--- src/rtl/spmu_pkg.sv ---
// ============================================================================
// Support point matcher package
// Widths, register codes, reset values and shared structs.
// ============================================================================
package spmu_pkg;

    localparam int DESC_BYTES  = 16;
    localparam int SAD_BYTES   = (DESC_BYTES < 16) ? DESC_BYTES : 16;
    localparam int GROUP_BYTES = 4;
    localparam int SAD_GROUPS  = (SAD_BYTES + GROUP_BYTES - 1) / GROUP_BYTES;
    localparam int GROUP_W     = $clog2(GROUP_BYTES * 255 + 1);
    localparam int SAD_W       = $clog2(SAD_BYTES * 255 + 1);

    localparam int WORD_W      = 64;
    localparam int DISP_W      = 8;
    localparam int MATCH_W     = 9;
    localparam int COST_W      = 14;
    localparam int COORD_W     = 12;
    localparam int DIM_W       = 13;
    localparam int RATIO_W     = 9;
    localparam int CFG_INDEX_W = 3;
    localparam int CFG_DATA_W  = 13;

    localparam int MID_DEPTH_DEF = 8;
    localparam int OUT_DEPTH_DEF = 4;

    localparam logic [COST_W-1:0]         COST_NONE = '1;
    localparam logic signed [MATCH_W-1:0] DISP_NONE = '1;

    localparam logic [CFG_INDEX_W-1:0] REG_RATIO    = 3'd0;
    localparam logic [CFG_INDEX_W-1:0] REG_MIN_DISP = 3'd1;
    localparam logic [CFG_INDEX_W-1:0] REG_MAX_DISP = 3'd2;
    localparam logic [CFG_INDEX_W-1:0] REG_WIDTH    = 3'd3;
    localparam logic [CFG_INDEX_W-1:0] REG_HEIGHT   = 3'd4;

    localparam logic [RATIO_W-1:0] RATIO_RESET    = 9'd218;
    localparam logic [DISP_W-1:0]  MIN_DISP_RESET = 8'd0;
    localparam logic [DISP_W-1:0]  MAX_DISP_RESET = 8'd255;
    localparam logic [DIM_W-1:0]   WIDTH_RESET    = 13'd1280;
    localparam logic [DIM_W-1:0]   HEIGHT_RESET   = 13'd720;

    typedef struct packed {
        logic [RATIO_W-1:0] ratio;
        logic [DISP_W-1:0]  min_disp;
        logic [DISP_W-1:0]  max_disp;
        logic [DIM_W-1:0]   width;
        logic [DIM_W-1:0]   height;
    } cfg_t;

    typedef struct packed {
        logic [SAD_W-1:0]  sad;
        logic [DISP_W-1:0] cand;
        logic              last_part;
        logic              last_cand;
        logic              in_range;
        logic              border;
    } part_t;

    typedef struct packed {
        logic signed [MATCH_W-1:0] match;
        logic [COST_W-1:0]         best;
        logic [COST_W-1:0]         second;
    } result_t;

endpackage

--- src/rtl/support_point_matcher_unit.sv ---
// ============================================================================
// Support point matcher unit
// Stereo support-point disparity search with SAD cost and ratio test.
// ============================================================================
// channel   handshake                accepted when
// input     push / full              push && !full
// result    empty / pop              pop && !empty
// config    cfg_valid / cfg_ready    cfg_valid && cfg_ready
//
// One descriptor part per cycle while full is low; the back end accumulates
// and compares costs as each part is taken. A part passes front stages s1,
// s2 and the middle queue to reach the back end; a result passes the emit
// register and result queue. full rises when the middle queue and front stages
// hold MID_DEPTH parts; the back end holds when the result queue is full.
// Reset clears all queues and the search state; config takes reset values.
module support_point_matcher_unit #(
    parameter int MID_DEPTH = spmu_pkg::MID_DEPTH_DEF,
    parameter int OUT_DEPTH = spmu_pkg::OUT_DEPTH_DEF
) (
    input  logic                                 clk,
    input  logic                                 rst_n,
    input  logic                                 push,
    output logic                                 full,
    input  logic [spmu_pkg::WORD_W-1:0]          left_bytes_low,
    input  logic [spmu_pkg::WORD_W-1:0]          left_bytes_high,
    input  logic [spmu_pkg::WORD_W-1:0]          right_bytes_low,
    input  logic [spmu_pkg::WORD_W-1:0]          right_bytes_high,
    input  logic [spmu_pkg::DISP_W-1:0]          candidate,
    input  logic                                 last_part,
    input  logic                                 last_candidate,
    input  logic [spmu_pkg::COORD_W-1:0]         pixel_u,
    input  logic [spmu_pkg::COORD_W-1:0]         pixel_v,
    input  logic                                 right_reference,
    output logic                                 empty,
    input  logic                                 pop,
    output logic signed [spmu_pkg::MATCH_W-1:0]  match,
    output logic [spmu_pkg::COST_W-1:0]          best_cost,
    output logic [spmu_pkg::COST_W-1:0]          second_cost,
    input  logic                                 cfg_valid,
    output logic                                 cfg_ready,
    input  logic [spmu_pkg::CFG_INDEX_W-1:0]     cfg_index,
    input  logic [spmu_pkg::CFG_DATA_W-1:0]      cfg_data
);

    import spmu_pkg::*;

    localparam int MID_CNT_W = $clog2(MID_DEPTH + 1);
    localparam int OUT_CNT_W = $clog2(OUT_DEPTH + 1);

    cfg_t                    cfg_reg;
    logic                    part_push;
    part_t                   part_in;
    part_t                   part_out;
    logic                    part_take;
    logic [MID_CNT_W-1:0]    mid_count;
    logic                    res_push;
    result_t                 res_in;
    result_t                 res_out;
    logic [OUT_CNT_W-1:0]    out_count;
    logic                    res_pop;

    assign cfg_ready = 1'b1;

    always_ff @(posedge clk or negedge rst_n)
    begin
        if (!rst_n)
        begin
            cfg_reg.ratio    <= RATIO_RESET;
            cfg_reg.min_disp <= MIN_DISP_RESET;
            cfg_reg.max_disp <= MAX_DISP_RESET;
            cfg_reg.width    <= WIDTH_RESET;
            cfg_reg.height   <= HEIGHT_RESET;
        end
        else if (cfg_valid && cfg_ready)
        begin
            case (cfg_index)
                REG_RATIO:    cfg_reg.ratio    <= cfg_data[RATIO_W-1:0];
                REG_MIN_DISP: cfg_reg.min_disp <= cfg_data[DISP_W-1:0];
                REG_MAX_DISP: cfg_reg.max_disp <= cfg_data[DISP_W-1:0];
                REG_WIDTH:    cfg_reg.width    <= cfg_data[DIM_W-1:0];
                REG_HEIGHT:   cfg_reg.height   <= cfg_data[DIM_W-1:0];
                default:      cfg_reg          <= cfg_reg;
            endcase
        end
    end

    spmu_front #(
        .MID_DEPTH (MID_DEPTH)
    ) u_front (
        .clk              (clk),
        .rst_n            (rst_n),
        .cfg              (cfg_reg),
        .push             (push),
        .full             (full),
        .left_bytes_low   (left_bytes_low),
        .left_bytes_high  (left_bytes_high),
        .right_bytes_low  (right_bytes_low),
        .right_bytes_high (right_bytes_high),
        .candidate        (candidate),
        .last_part        (last_part),
        .last_candidate   (last_candidate),
        .pixel_u          (pixel_u),
        .pixel_v          (pixel_v),
        .right_reference  (right_reference),
        .mid_count        (mid_count),
        .part_push        (part_push),
        .part_data        (part_in)
    );

    spmu_queue #(
        .DEPTH (MID_DEPTH),
        .WIDTH ($bits(part_t))
    ) u_mid_queue (
        .clk     (clk),
        .rst_n   (rst_n),
        .wr_en   (part_push),
        .wr_data (part_in),
        .rd_en   (part_take),
        .rd_data (part_out),
        .count   (mid_count)
    );

    spmu_back #(
        .OUT_DEPTH (OUT_DEPTH)
    ) u_back (
        .clk        (clk),
        .rst_n      (rst_n),
        .ratio      (cfg_reg.ratio),
        .part_valid (mid_count != '0),
        .part_data  (part_out),
        .part_take  (part_take),
        .out_count  (out_count),
        .res_push   (res_push),
        .res_data   (res_in)
    );

    assign empty   = (out_count == '0);
    assign res_pop = pop && !empty;

    spmu_queue #(
        .DEPTH (OUT_DEPTH),
        .WIDTH ($bits(result_t))
    ) u_out_queue (
        .clk     (clk),
        .rst_n   (rst_n),
        .wr_en   (res_push),
        .wr_data (res_in),
        .rd_en   (res_pop),
        .rd_data (res_out),
        .count   (out_count)
    );

    assign match       = res_out.match;
    assign best_cost   = res_out.best;
    assign second_cost = res_out.second;

endmodule

--- src/rtl/spmu_queue.sv ---
// ============================================================================
// Support point matcher queue
// Small register queue with occupancy count; DEPTH must be a power of two, which the queue does not check.
// ============================================================================
module spmu_queue #(
    parameter int DEPTH = 4,
    parameter int WIDTH = 8
) (
    input  logic                       clk,
    input  logic                       rst_n,
    input  logic                       wr_en,
    input  logic [WIDTH-1:0]           wr_data,
    input  logic                       rd_en,
    output logic [WIDTH-1:0]           rd_data,
    output logic [$clog2(DEPTH+1)-1:0] count
);

    localparam int PTR_W = $clog2(DEPTH);
    localparam int CNT_W = $clog2(DEPTH + 1);

    logic [WIDTH-1:0] mem_reg [DEPTH];
    logic [PTR_W-1:0] wr_ptr_reg;
    logic [PTR_W-1:0] rd_ptr_reg;
    logic [CNT_W-1:0] count_reg;
    logic [CNT_W-1:0] count_next;

    always_comb
    begin
        count_next = count_reg;
        if (wr_en && !rd_en)
        begin
            count_next = count_reg + CNT_W'(1);
        end
        else if (!wr_en && rd_en)
        begin
            count_next = count_reg - CNT_W'(1);
        end
    end

    always_ff @(posedge clk or negedge rst_n)
    begin
        if (!rst_n)
        begin
            wr_ptr_reg <= '0;
            rd_ptr_reg <= '0;
            count_reg  <= '0;
        end
        else
        begin
            if (wr_en)
            begin
                wr_ptr_reg <= wr_ptr_reg + PTR_W'(1);
            end
            if (rd_en)
            begin
                rd_ptr_reg <= rd_ptr_reg + PTR_W'(1);
            end
            count_reg <= count_next;
        end
    end

    always_ff @(posedge clk)
    begin
        if (wr_en)
        begin
            mem_reg[wr_ptr_reg] <= wr_data;
        end
    end

    assign rd_data = mem_reg[rd_ptr_reg];
    assign count   = count_reg;

endmodule

--- src/rtl/spmu_front.sv ---
// ============================================================================
// Support point matcher front end
// Part SAD, disparity range check and border check in two stages.
// ============================================================================
module spmu_front #(
    parameter int MID_DEPTH = 8
) (
    input  logic                             clk,
    input  logic                             rst_n,
    input  spmu_pkg::cfg_t                   cfg,
    input  logic                             push,
    output logic                             full,
    input  logic [spmu_pkg::WORD_W-1:0]      left_bytes_low,
    input  logic [spmu_pkg::WORD_W-1:0]      left_bytes_high,
    input  logic [spmu_pkg::WORD_W-1:0]      right_bytes_low,
    input  logic [spmu_pkg::WORD_W-1:0]      right_bytes_high,
    input  logic [spmu_pkg::DISP_W-1:0]      candidate,
    input  logic                             last_part,
    input  logic                             last_candidate,
    input  logic [spmu_pkg::COORD_W-1:0]     pixel_u,
    input  logic [spmu_pkg::COORD_W-1:0]     pixel_v,
    input  logic                             right_reference,
    input  logic [$clog2(MID_DEPTH+1)-1:0]   mid_count,
    output logic                             part_push,
    output spmu_pkg::part_t                  part_data
);

    import spmu_pkg::*;

    localparam int CNT_W  = $clog2(MID_DEPTH + 1);
    localparam int LIM_W  = DIM_W + 1;
    localparam int UP_W   = 2 * LIM_W;
    localparam int DN_W   = 2 * DIM_W;
    localparam int SUM_W  = UP_W + 1;

    logic [2*WORD_W-1:0]       left_word;
    logic [2*WORD_W-1:0]       right_word;
    logic [7:0]                byte_a;
    logic [7:0]                byte_b;
    logic [GROUP_W-1:0]        grp_sum [SAD_GROUPS];
    logic signed [LIM_W-1:0]   lim;
    logic                      range_ok;
    logic signed [LIM_W-1:0]   v_minus;
    logic signed [LIM_W-1:0]   w_signed;
    logic [DIM_W-1:0]          v_plus;
    logic [CNT_W:0]            inflight;
    logic                      accept;

    logic                      s1_v_reg;
    logic [GROUP_W-1:0]        s1_grp_reg [SAD_GROUPS];
    logic [DISP_W-1:0]         s1_cand_reg;
    logic                      s1_lpart_reg;
    logic                      s1_lcand_reg;
    logic                      s1_range_reg;
    logic [COORD_W-1:0]        s1_u_reg;
    logic signed [UP_W-1:0]    s1_up_prod_reg;
    logic [DN_W-1:0]           s1_dn_prod_reg;
    logic [DN_W-1:0]           s1_area_reg;

    logic [SAD_W-1:0]          sad_sum;
    logic signed [SUM_W-1:0]   up_sum;
    logic [DN_W:0]             dn_sum;

    logic                      s2_v_reg;
    part_t                     s2_part_reg;

    assign inflight = (CNT_W+1)'(mid_count) + (CNT_W+1)'(s1_v_reg) + (CNT_W+1)'(s2_v_reg);
    assign full     = inflight >= (CNT_W+1)'(MID_DEPTH);
    assign accept   = push && !full;

    assign left_word  = {left_bytes_high, left_bytes_low};
    assign right_word = {right_bytes_high, right_bytes_low};

    always_comb
    begin
        byte_a = '0;
        byte_b = '0;
        for (int g = 0; g < SAD_GROUPS; g++)
        begin
            grp_sum[g] = '0;
            for (int b = 0; b < GROUP_BYTES; b++)
            begin
                if (g * GROUP_BYTES + b < SAD_BYTES)
                begin
                    byte_a = left_word[(g * GROUP_BYTES + b) * 8 +: 8];
                    byte_b = right_word[(g * GROUP_BYTES + b) * 8 +: 8];
                    grp_sum[g] = grp_sum[g] + GROUP_W'((byte_a > byte_b) ?
                                 (byte_a - byte_b) : (byte_b - byte_a));
                end
            end
        end
    end

    assign lim = right_reference ?
                 ($signed({1'b0, cfg.width}) - $signed(LIM_W'(pixel_u))) :
                 $signed(LIM_W'(pixel_u));

    assign range_ok = (candidate >= cfg.min_disp) && (candidate <= cfg.max_disp) &&
                      ($signed(LIM_W'(candidate)) <= lim);

    assign v_minus  = $signed(LIM_W'(pixel_v)) - LIM_W'(2);
    assign w_signed = $signed({1'b0, cfg.width});
    assign v_plus   = DIM_W'(pixel_v) + DIM_W'(2);

    always_ff @(posedge clk)
    begin
        if (accept)
        begin
            s1_grp_reg     <= grp_sum;
            s1_cand_reg    <= candidate;
            s1_lpart_reg   <= last_part;
            s1_lcand_reg   <= last_candidate;
            s1_range_reg   <= range_ok;
            s1_u_reg       <= pixel_u;
            s1_up_prod_reg <= v_minus * w_signed;
            s1_dn_prod_reg <= v_plus * cfg.width;
            s1_area_reg    <= cfg.width * cfg.height;
        end
    end

    always_comb
    begin
        sad_sum = '0;
        for (int g = 0; g < SAD_GROUPS; g++)
        begin
            sad_sum = sad_sum + SAD_W'(s1_grp_reg[g]);
        end
    end

    assign up_sum = SUM_W'(s1_up_prod_reg) + SUM_W'($signed({1'b0, s1_u_reg})) - SUM_W'(2);
    assign dn_sum = (DN_W+1)'(s1_dn_prod_reg) + (DN_W+1)'(s1_u_reg) + (DN_W+1)'(2);

    always_ff @(posedge clk)
    begin
        if (s1_v_reg)
        begin
            s2_part_reg.sad       <= sad_sum;
            s2_part_reg.cand      <= s1_cand_reg;
            s2_part_reg.last_part <= s1_lpart_reg;
            s2_part_reg.last_cand <= s1_lcand_reg;
            s2_part_reg.in_range  <= s1_range_reg;
            s2_part_reg.border    <= (up_sum < 0) || (dn_sum > (DN_W+1)'(s1_area_reg));
        end
    end

    always_ff @(posedge clk or negedge rst_n)
    begin
        if (!rst_n)
        begin
            s1_v_reg <= 1'b0;
            s2_v_reg <= 1'b0;
        end
        else
        begin
            s1_v_reg <= accept;
            s2_v_reg <= s1_v_reg;
        end
    end

    assign part_push = s2_v_reg;
    assign part_data = s2_part_reg;

endmodule

--- src/rtl/spmu_back.sv ---
// ============================================================================
// Support point matcher back end
// Cost accumulation, best and runner-up tracking and ratio test.
// ============================================================================
module spmu_back #(
    parameter int OUT_DEPTH = 4
) (
    input  logic                             clk,
    input  logic                             rst_n,
    input  logic [spmu_pkg::RATIO_W-1:0]     ratio,
    input  logic                             part_valid,
    input  spmu_pkg::part_t                  part_data,
    output logic                             part_take,
    input  logic [$clog2(OUT_DEPTH+1)-1:0]   out_count,
    output logic                             res_push,
    output spmu_pkg::result_t                res_data
);

    import spmu_pkg::*;

    localparam int CNT_W  = $clog2(OUT_DEPTH + 1);
    localparam int PROD_W = RATIO_W + COST_W;

    logic                        room;
    logic [COST_W:0]             total;
    logic [COST_W-1:0]           cost;
    logic                        keep;
    logic                        cand_end;

    logic [COST_W-1:0]           run_sum_reg;
    logic [COST_W-1:0]           low_cost_reg;
    logic signed [MATCH_W-1:0]   low_disp_reg;
    logic [COST_W-1:0]           sec_cost_reg;
    logic signed [MATCH_W-1:0]   sec_disp_reg;

    logic [COST_W-1:0]           low_cost_next;
    logic signed [MATCH_W-1:0]   low_disp_next;
    logic [COST_W-1:0]           sec_cost_next;
    logic signed [MATCH_W-1:0]   sec_disp_next;

    logic                        emit_v_reg;
    logic [COST_W-1:0]           emit_low_cost_reg;
    logic signed [MATCH_W-1:0]   emit_low_disp_reg;
    logic [COST_W-1:0]           emit_sec_cost_reg;
    logic signed [MATCH_W-1:0]   emit_sec_disp_reg;
    logic                        emit_border_reg;

    logic [PROD_W-1:0]           ratio_prod;
    logic [PROD_W-1:0]           low_scaled;
    logic                        unique_ok;

    assign room      = ((CNT_W+1)'(out_count) + (CNT_W+1)'(emit_v_reg)) <
                       (CNT_W+1)'(OUT_DEPTH);
    assign part_take = part_valid && room;

    assign total    = (COST_W+1)'(run_sum_reg) + (COST_W+1)'(part_data.sad);
    assign cost     = total[COST_W] ? COST_NONE : total[COST_W-1:0];
    assign keep     = part_data.in_range && (cost != '0);
    assign cand_end = part_data.last_part || part_data.last_cand;

    always_comb
    begin
        low_cost_next = low_cost_reg;
        low_disp_next = low_disp_reg;
        sec_cost_next = sec_cost_reg;
        sec_disp_next = sec_disp_reg;
        if (keep && (cost < low_cost_reg))
        begin
            sec_cost_next = low_cost_reg;
            sec_disp_next = low_disp_reg;
            low_cost_next = cost;
            low_disp_next = $signed(MATCH_W'(part_data.cand));
        end
        else if (keep && (cost < sec_cost_reg))
        begin
            sec_cost_next = cost;
            sec_disp_next = $signed(MATCH_W'(part_data.cand));
        end
    end

    always_ff @(posedge clk or negedge rst_n)
    begin
        if (!rst_n)
        begin
            run_sum_reg  <= '0;
            low_cost_reg <= COST_NONE;
            low_disp_reg <= DISP_NONE;
            sec_cost_reg <= COST_NONE;
            sec_disp_reg <= DISP_NONE;
            emit_v_reg   <= 1'b0;
        end
        else
        begin
            emit_v_reg <= part_take && part_data.last_cand;
            if (part_take)
            begin
                if (!cand_end)
                begin
                    run_sum_reg <= cost;
                end
                else if (part_data.last_cand)
                begin
                    run_sum_reg  <= '0;
                    low_cost_reg <= COST_NONE;
                    low_disp_reg <= DISP_NONE;
                    sec_cost_reg <= COST_NONE;
                    sec_disp_reg <= DISP_NONE;
                end
                else
                begin
                    run_sum_reg  <= '0;
                    low_cost_reg <= low_cost_next;
                    low_disp_reg <= low_disp_next;
                    sec_cost_reg <= sec_cost_next;
                    sec_disp_reg <= sec_disp_next;
                end
            end
        end
    end

    always_ff @(posedge clk)
    begin
        if (part_take && part_data.last_cand)
        begin
            emit_low_cost_reg <= low_cost_next;
            emit_low_disp_reg <= low_disp_next;
            emit_sec_cost_reg <= sec_cost_next;
            emit_sec_disp_reg <= sec_disp_next;
            emit_border_reg   <= part_data.border;
        end
    end

    assign ratio_prod = ratio * emit_sec_cost_reg;
    assign low_scaled = PROD_W'({emit_low_cost_reg, 8'b0});
    assign unique_ok  = !emit_border_reg && !emit_low_disp_reg[MATCH_W-1] &&
                        !emit_sec_disp_reg[MATCH_W-1] && (low_scaled < ratio_prod);

    assign res_push        = emit_v_reg;
    assign res_data.match  = unique_ok ? emit_low_disp_reg : DISP_NONE;
    assign res_data.best   = emit_low_cost_reg;
    assign res_data.second = emit_sec_cost_reg;

endmodule

--- config.mk ---
export PLATFORM = sky130hd
export DESIGN_NAME = support_point_matcher_unit
export DESIGN_NICKNAME = d
export VERILOG_FILES = /design/src/rtl/spmu_pkg.sv /design/src/rtl/support_point_matcher_unit.sv /design/src/rtl/spmu_queue.sv /design/src/rtl/spmu_front.sv /design/src/rtl/spmu_back.sv
export SDC_FILE = /design/constraint.sdc
export NUM_CORES = 2
export LEC_CHECK = 0
export ABC_CLOCK_PERIOD_IN_PS = 14240
export BUFFER_PORTS_ARGS = -buffer_cell sky130_fd_sc_hd__buf_2
export CAP_MARGIN = 0
export CORE_MARGIN = 4
export CORE_UTILIZATION = 40
export CTS_BUF_LIST = sky130_fd_sc_hd__clkbuf_16
export CTS_CLUSTER_DIAMETER = 50
export DETAILED_ROUTE_END_ITERATION = 8
export PLACE_DENSITY_LB_ADDON = 0.2
export SYNTH_ARGS = -nofsm -noshare
export SYNTH_HDL_FRONTEND = slang
export SYNTH_SLANG_ARGS = --single-unit
--- constraint.sdc ---
create_clock -name clk -period 14.24 [get_ports clk]
set_input_delay 1.424 -clock clk [delete_from_list [all_inputs] [get_ports clk]]
set_output_delay 1.424 -clock clk [all_outputs]
set_load 0.02 [all_outputs]
==> impl_metrics.yaml <==
critical_path:
  end_kind: "register"
  arrival_ns: 9.02
  cp.required_ns: 14.65
  reg2reg_depth: 19
  path_class: "in -> reg"
  critPathMaxFanout: 15
  cp-start-kind: "input pin"
clock_network:
  cts_tree: "done"
  post_cts_buffers: 0
  cts_num_sinks: 666
  cts_resized: 0
  postCtsHoldBufs: 0
  htree_levels: 3
  insertion_delay_ns: 0.70
  numCtsBuffers: 91
  clk_transition_reported_paths_ns: 0.06
  cts_root_buf: "clkbuf_16"
  clock_path_buffers: 3
layout:
  final_common_cell: "inv_1"
  fill_cells: 15300
  nNetsFinal: 8296
  postLayoutCoreUtil_pct: 45.0
  largest_reg_flops: 192
  area_growth_pct: 11.3
  fin_cells: 8884
  fin_area_um2: 72600
  final_cell_mix: "inv_1 (1250), ha_1 (779), nand2_1 (591)"
  drive_gt1_share_pct: 12.2
hold_path:
  hold_depth: 0
  hp-class: "reg -> reg"
synth:
  yosysSeqAreaShare_pct: 29.8
  synth_edf_count: 543
  async_flop_share_pct: 18.5
  postSynthAreaPerCell_um2: 10.3
  synth.cell_area_um2: 65200
  synth_cells: 6322
  synth-warning-count: 0
  ys_ff_latch: 666
  dominantRegCellSynth: "edfxtp_1"
  syn-num-nets: 7983
  synth.distinct_cells: 95
sta:
  slew_violations: 0
  setup_viol: 0
  period_needed_ns: 8.61
  slew_headroom_pct: 21.7
  period_share_pct: 60.5
  fin_setup_tns_ns: 0
  rsz0062_at_grt: "no"
  tightest_slew_ns: 1.17
  hold_violations: 0
  max_freq_mhz: 116
  finClkSkew_ns: 0.0716
run:
  drv_cap: 0
placed_design:
  dpl_cell_area_um2: 69400
  dpl.cell_count: 8702
  gp_congestion: 0.866
  dp_hpwl_mm: 123
  port_buffers: 350
route:
  drtIter0Drc: 2633
  avgRoutedWirePerCell_um: 17.9
  ant_nets: 0
  drc: 0
  wl_mm: 159
  via_per_inst: 5.05
  firstDrtPassIters: 7
  num_vias: 44900
die:
  start_util_pct: 40.4
  die_area_um2: 170000
  die_y_um: 412
  die_w_um: 412
  coreArea_um2: 161000
  rows: 147
  pin_count: 352
global_route:
  grt-ovfl-total: 0
  first_global_vias: 46400
  grt_start_max_net_pins: 141
  gr-usage-all-layers_pct: 19.0
  antenna_found_initial: 36
  grt_pass1_wl_mm: 256
status:
  outcome: "finished clean"
[worst paths after layout]
kind / start / end / slack, ns
worst max register to register: u_mid_queue.rd_ptr_reg[0] / u_back.emit_low_disp_reg[0] / 6.53
worst min register to register: u_front.s1_cand_reg[6] / u_front.part_data[10] / 0.37
worst max-delay path: pixel_v[1] / u_front.s1_up_prod_reg[26] / 5.63
worst min-delay path: u_front.s1_cand_reg[6] / u_front.part_data[10] / 0.37
min in group asynchronous: rst_n / u_back.run_sum_reg[4] / 0.77
max in group asynchronous: rst_n / cfg_reg[15] / 12.20
[cell families after synthesis]
logic type               Yosys count  share of synthesized area (%)
buffers and inverters           1420                           8.26
AND/OR/NAND/NOR                 1414                           10.5
adder cells (fa/ha/maj)         1349                           32.4
AO/OA/AOI/OAI                    922                           9.32
flip-flops                       666                           29.8
XOR/XNOR                         301                           4.04
multiplexers                     249                           5.59
other                              1                        0.00575
[cells in the mapped netlist, drive strengths merged (7+ instances only)]
cell type / number / area share (%)
a2111oi: 11 / 0.16
a211o: 11 / 0.15
a211oi: 46 / 0.55
a21boi: 23 / 0.26
a21o: 98 / 1.1
a21oi: 234 / 1.8
a22o: 7 / 0.094
a2bb2oi: 21 / 0.28
a311oi: 8 / 0.11
a31oi: 22 / 0.22
a32oi: 13 / 0.17
and2: 245 / 2.4
and3: 26 / 0.25
buf: 40 / 0.32
clkbuf: 149 / 0.86
dfrtp: 66 / 2.5
dfstp: 57 / 2.3
edfxtp: 543 / 25
fa: 570 / 18
ha: 779 / 15
inv: 1231 / 7.1
mux2: 72 / 1.2
mux2i: 92 / 1.4
mux4: 85 / 2.9
nand2: 591 / 3.4
nand2b: 66 / 0.64
nand3: 77 / 0.59
nand4: 33 / 0.32
nor2: 166 / 0.96
nor2b: 79 / 0.76
nor3: 60 / 0.46
o211ai: 20 / 0.23
o21a: 43 / 0.50
o21ai: 209 / 1.6
o21bai: 45 / 0.52
o221ai: 14 / 0.21
o22a: 8 / 0.11
o22ai: 11 / 0.11
o31a: 8 / 0.11
o31ai: 14 / 0.17
or2: 18 / 0.17
or3: 27 / 0.26
xnor2: 208 / 2.8
xor2: 93 / 1.2
[metrics by stage]
stage	hold slack, ns	worst slack (ns)
6_report	0.367	5.63
4_1_cts	0.367	5.65
3_3_place_gp	0.403	5.09
2_1_floorplan	0.400	5.57
3_5_place_dp	0.405	4.95
5_1_grt	0.368	5.07
[cell type report]
class | count | area, µm² | area share [%]
Clock buffer | 91 | 2280 | 3.14
Tap cell | 2160 | 2700 | 3.72
Sequential cell | 666 | 19500 | 26.8
Multi-Input combinational cell | 4236 | 40400 | 55.7
Timing Repair Buffer | 409 | 2210 | 3.05
Inverter | 1231 | 4620 | 6.37
Antenna cell | 14 | 35.0 | 0.0483
Clock inverter | 77 | 846 | 1.17
[routing by layer]
| layer | share of wire (%) | wire length (µm) | track usage [%] | vias to the layer above |
|---|---|---|---|---|
| li1 | - | - | - | 21600 |
| met1 | 46 | 73800 | 26.5 | 22200 |
| met2 | 46 | 73300 | 30.8 | 906 |
| met3 | 5.1 | 8140 | 3.11 | 198 |
| met4 | 2.3 | 3600 | 4.71 | 14 |
| met5 | 0.060 | 96 | 0 | - |
[critical path, stage by stage]
cell and delay, ns:
buf_2 0.14, inv_1 0.38, ha_1 0.29, nand3_1 0.16, or3_1 0.37, xnor2_1 0.81
nand2_1 0.19, fa_1 0.51, fa_1 0.50, inv_1 0.06, fa_1 0.50, fa_1 0.43
fa_1 0.50, inv_1 0.05, fa_1 0.50, inv_1 0.04, ha_1 0.30, nand2_1 0.08
nor2_1 0.05, a31oi_1 0.28, a211oi_1 0.14, o31a_1 0.27, o41ai_1 0.58, o2111ai_1 0.20
a21oi_1 0.20, xnor2_1 0.07
Power is not shown: default switching activity piles up to over one toggle a cycle in this logic, so the estimate is an artifact.
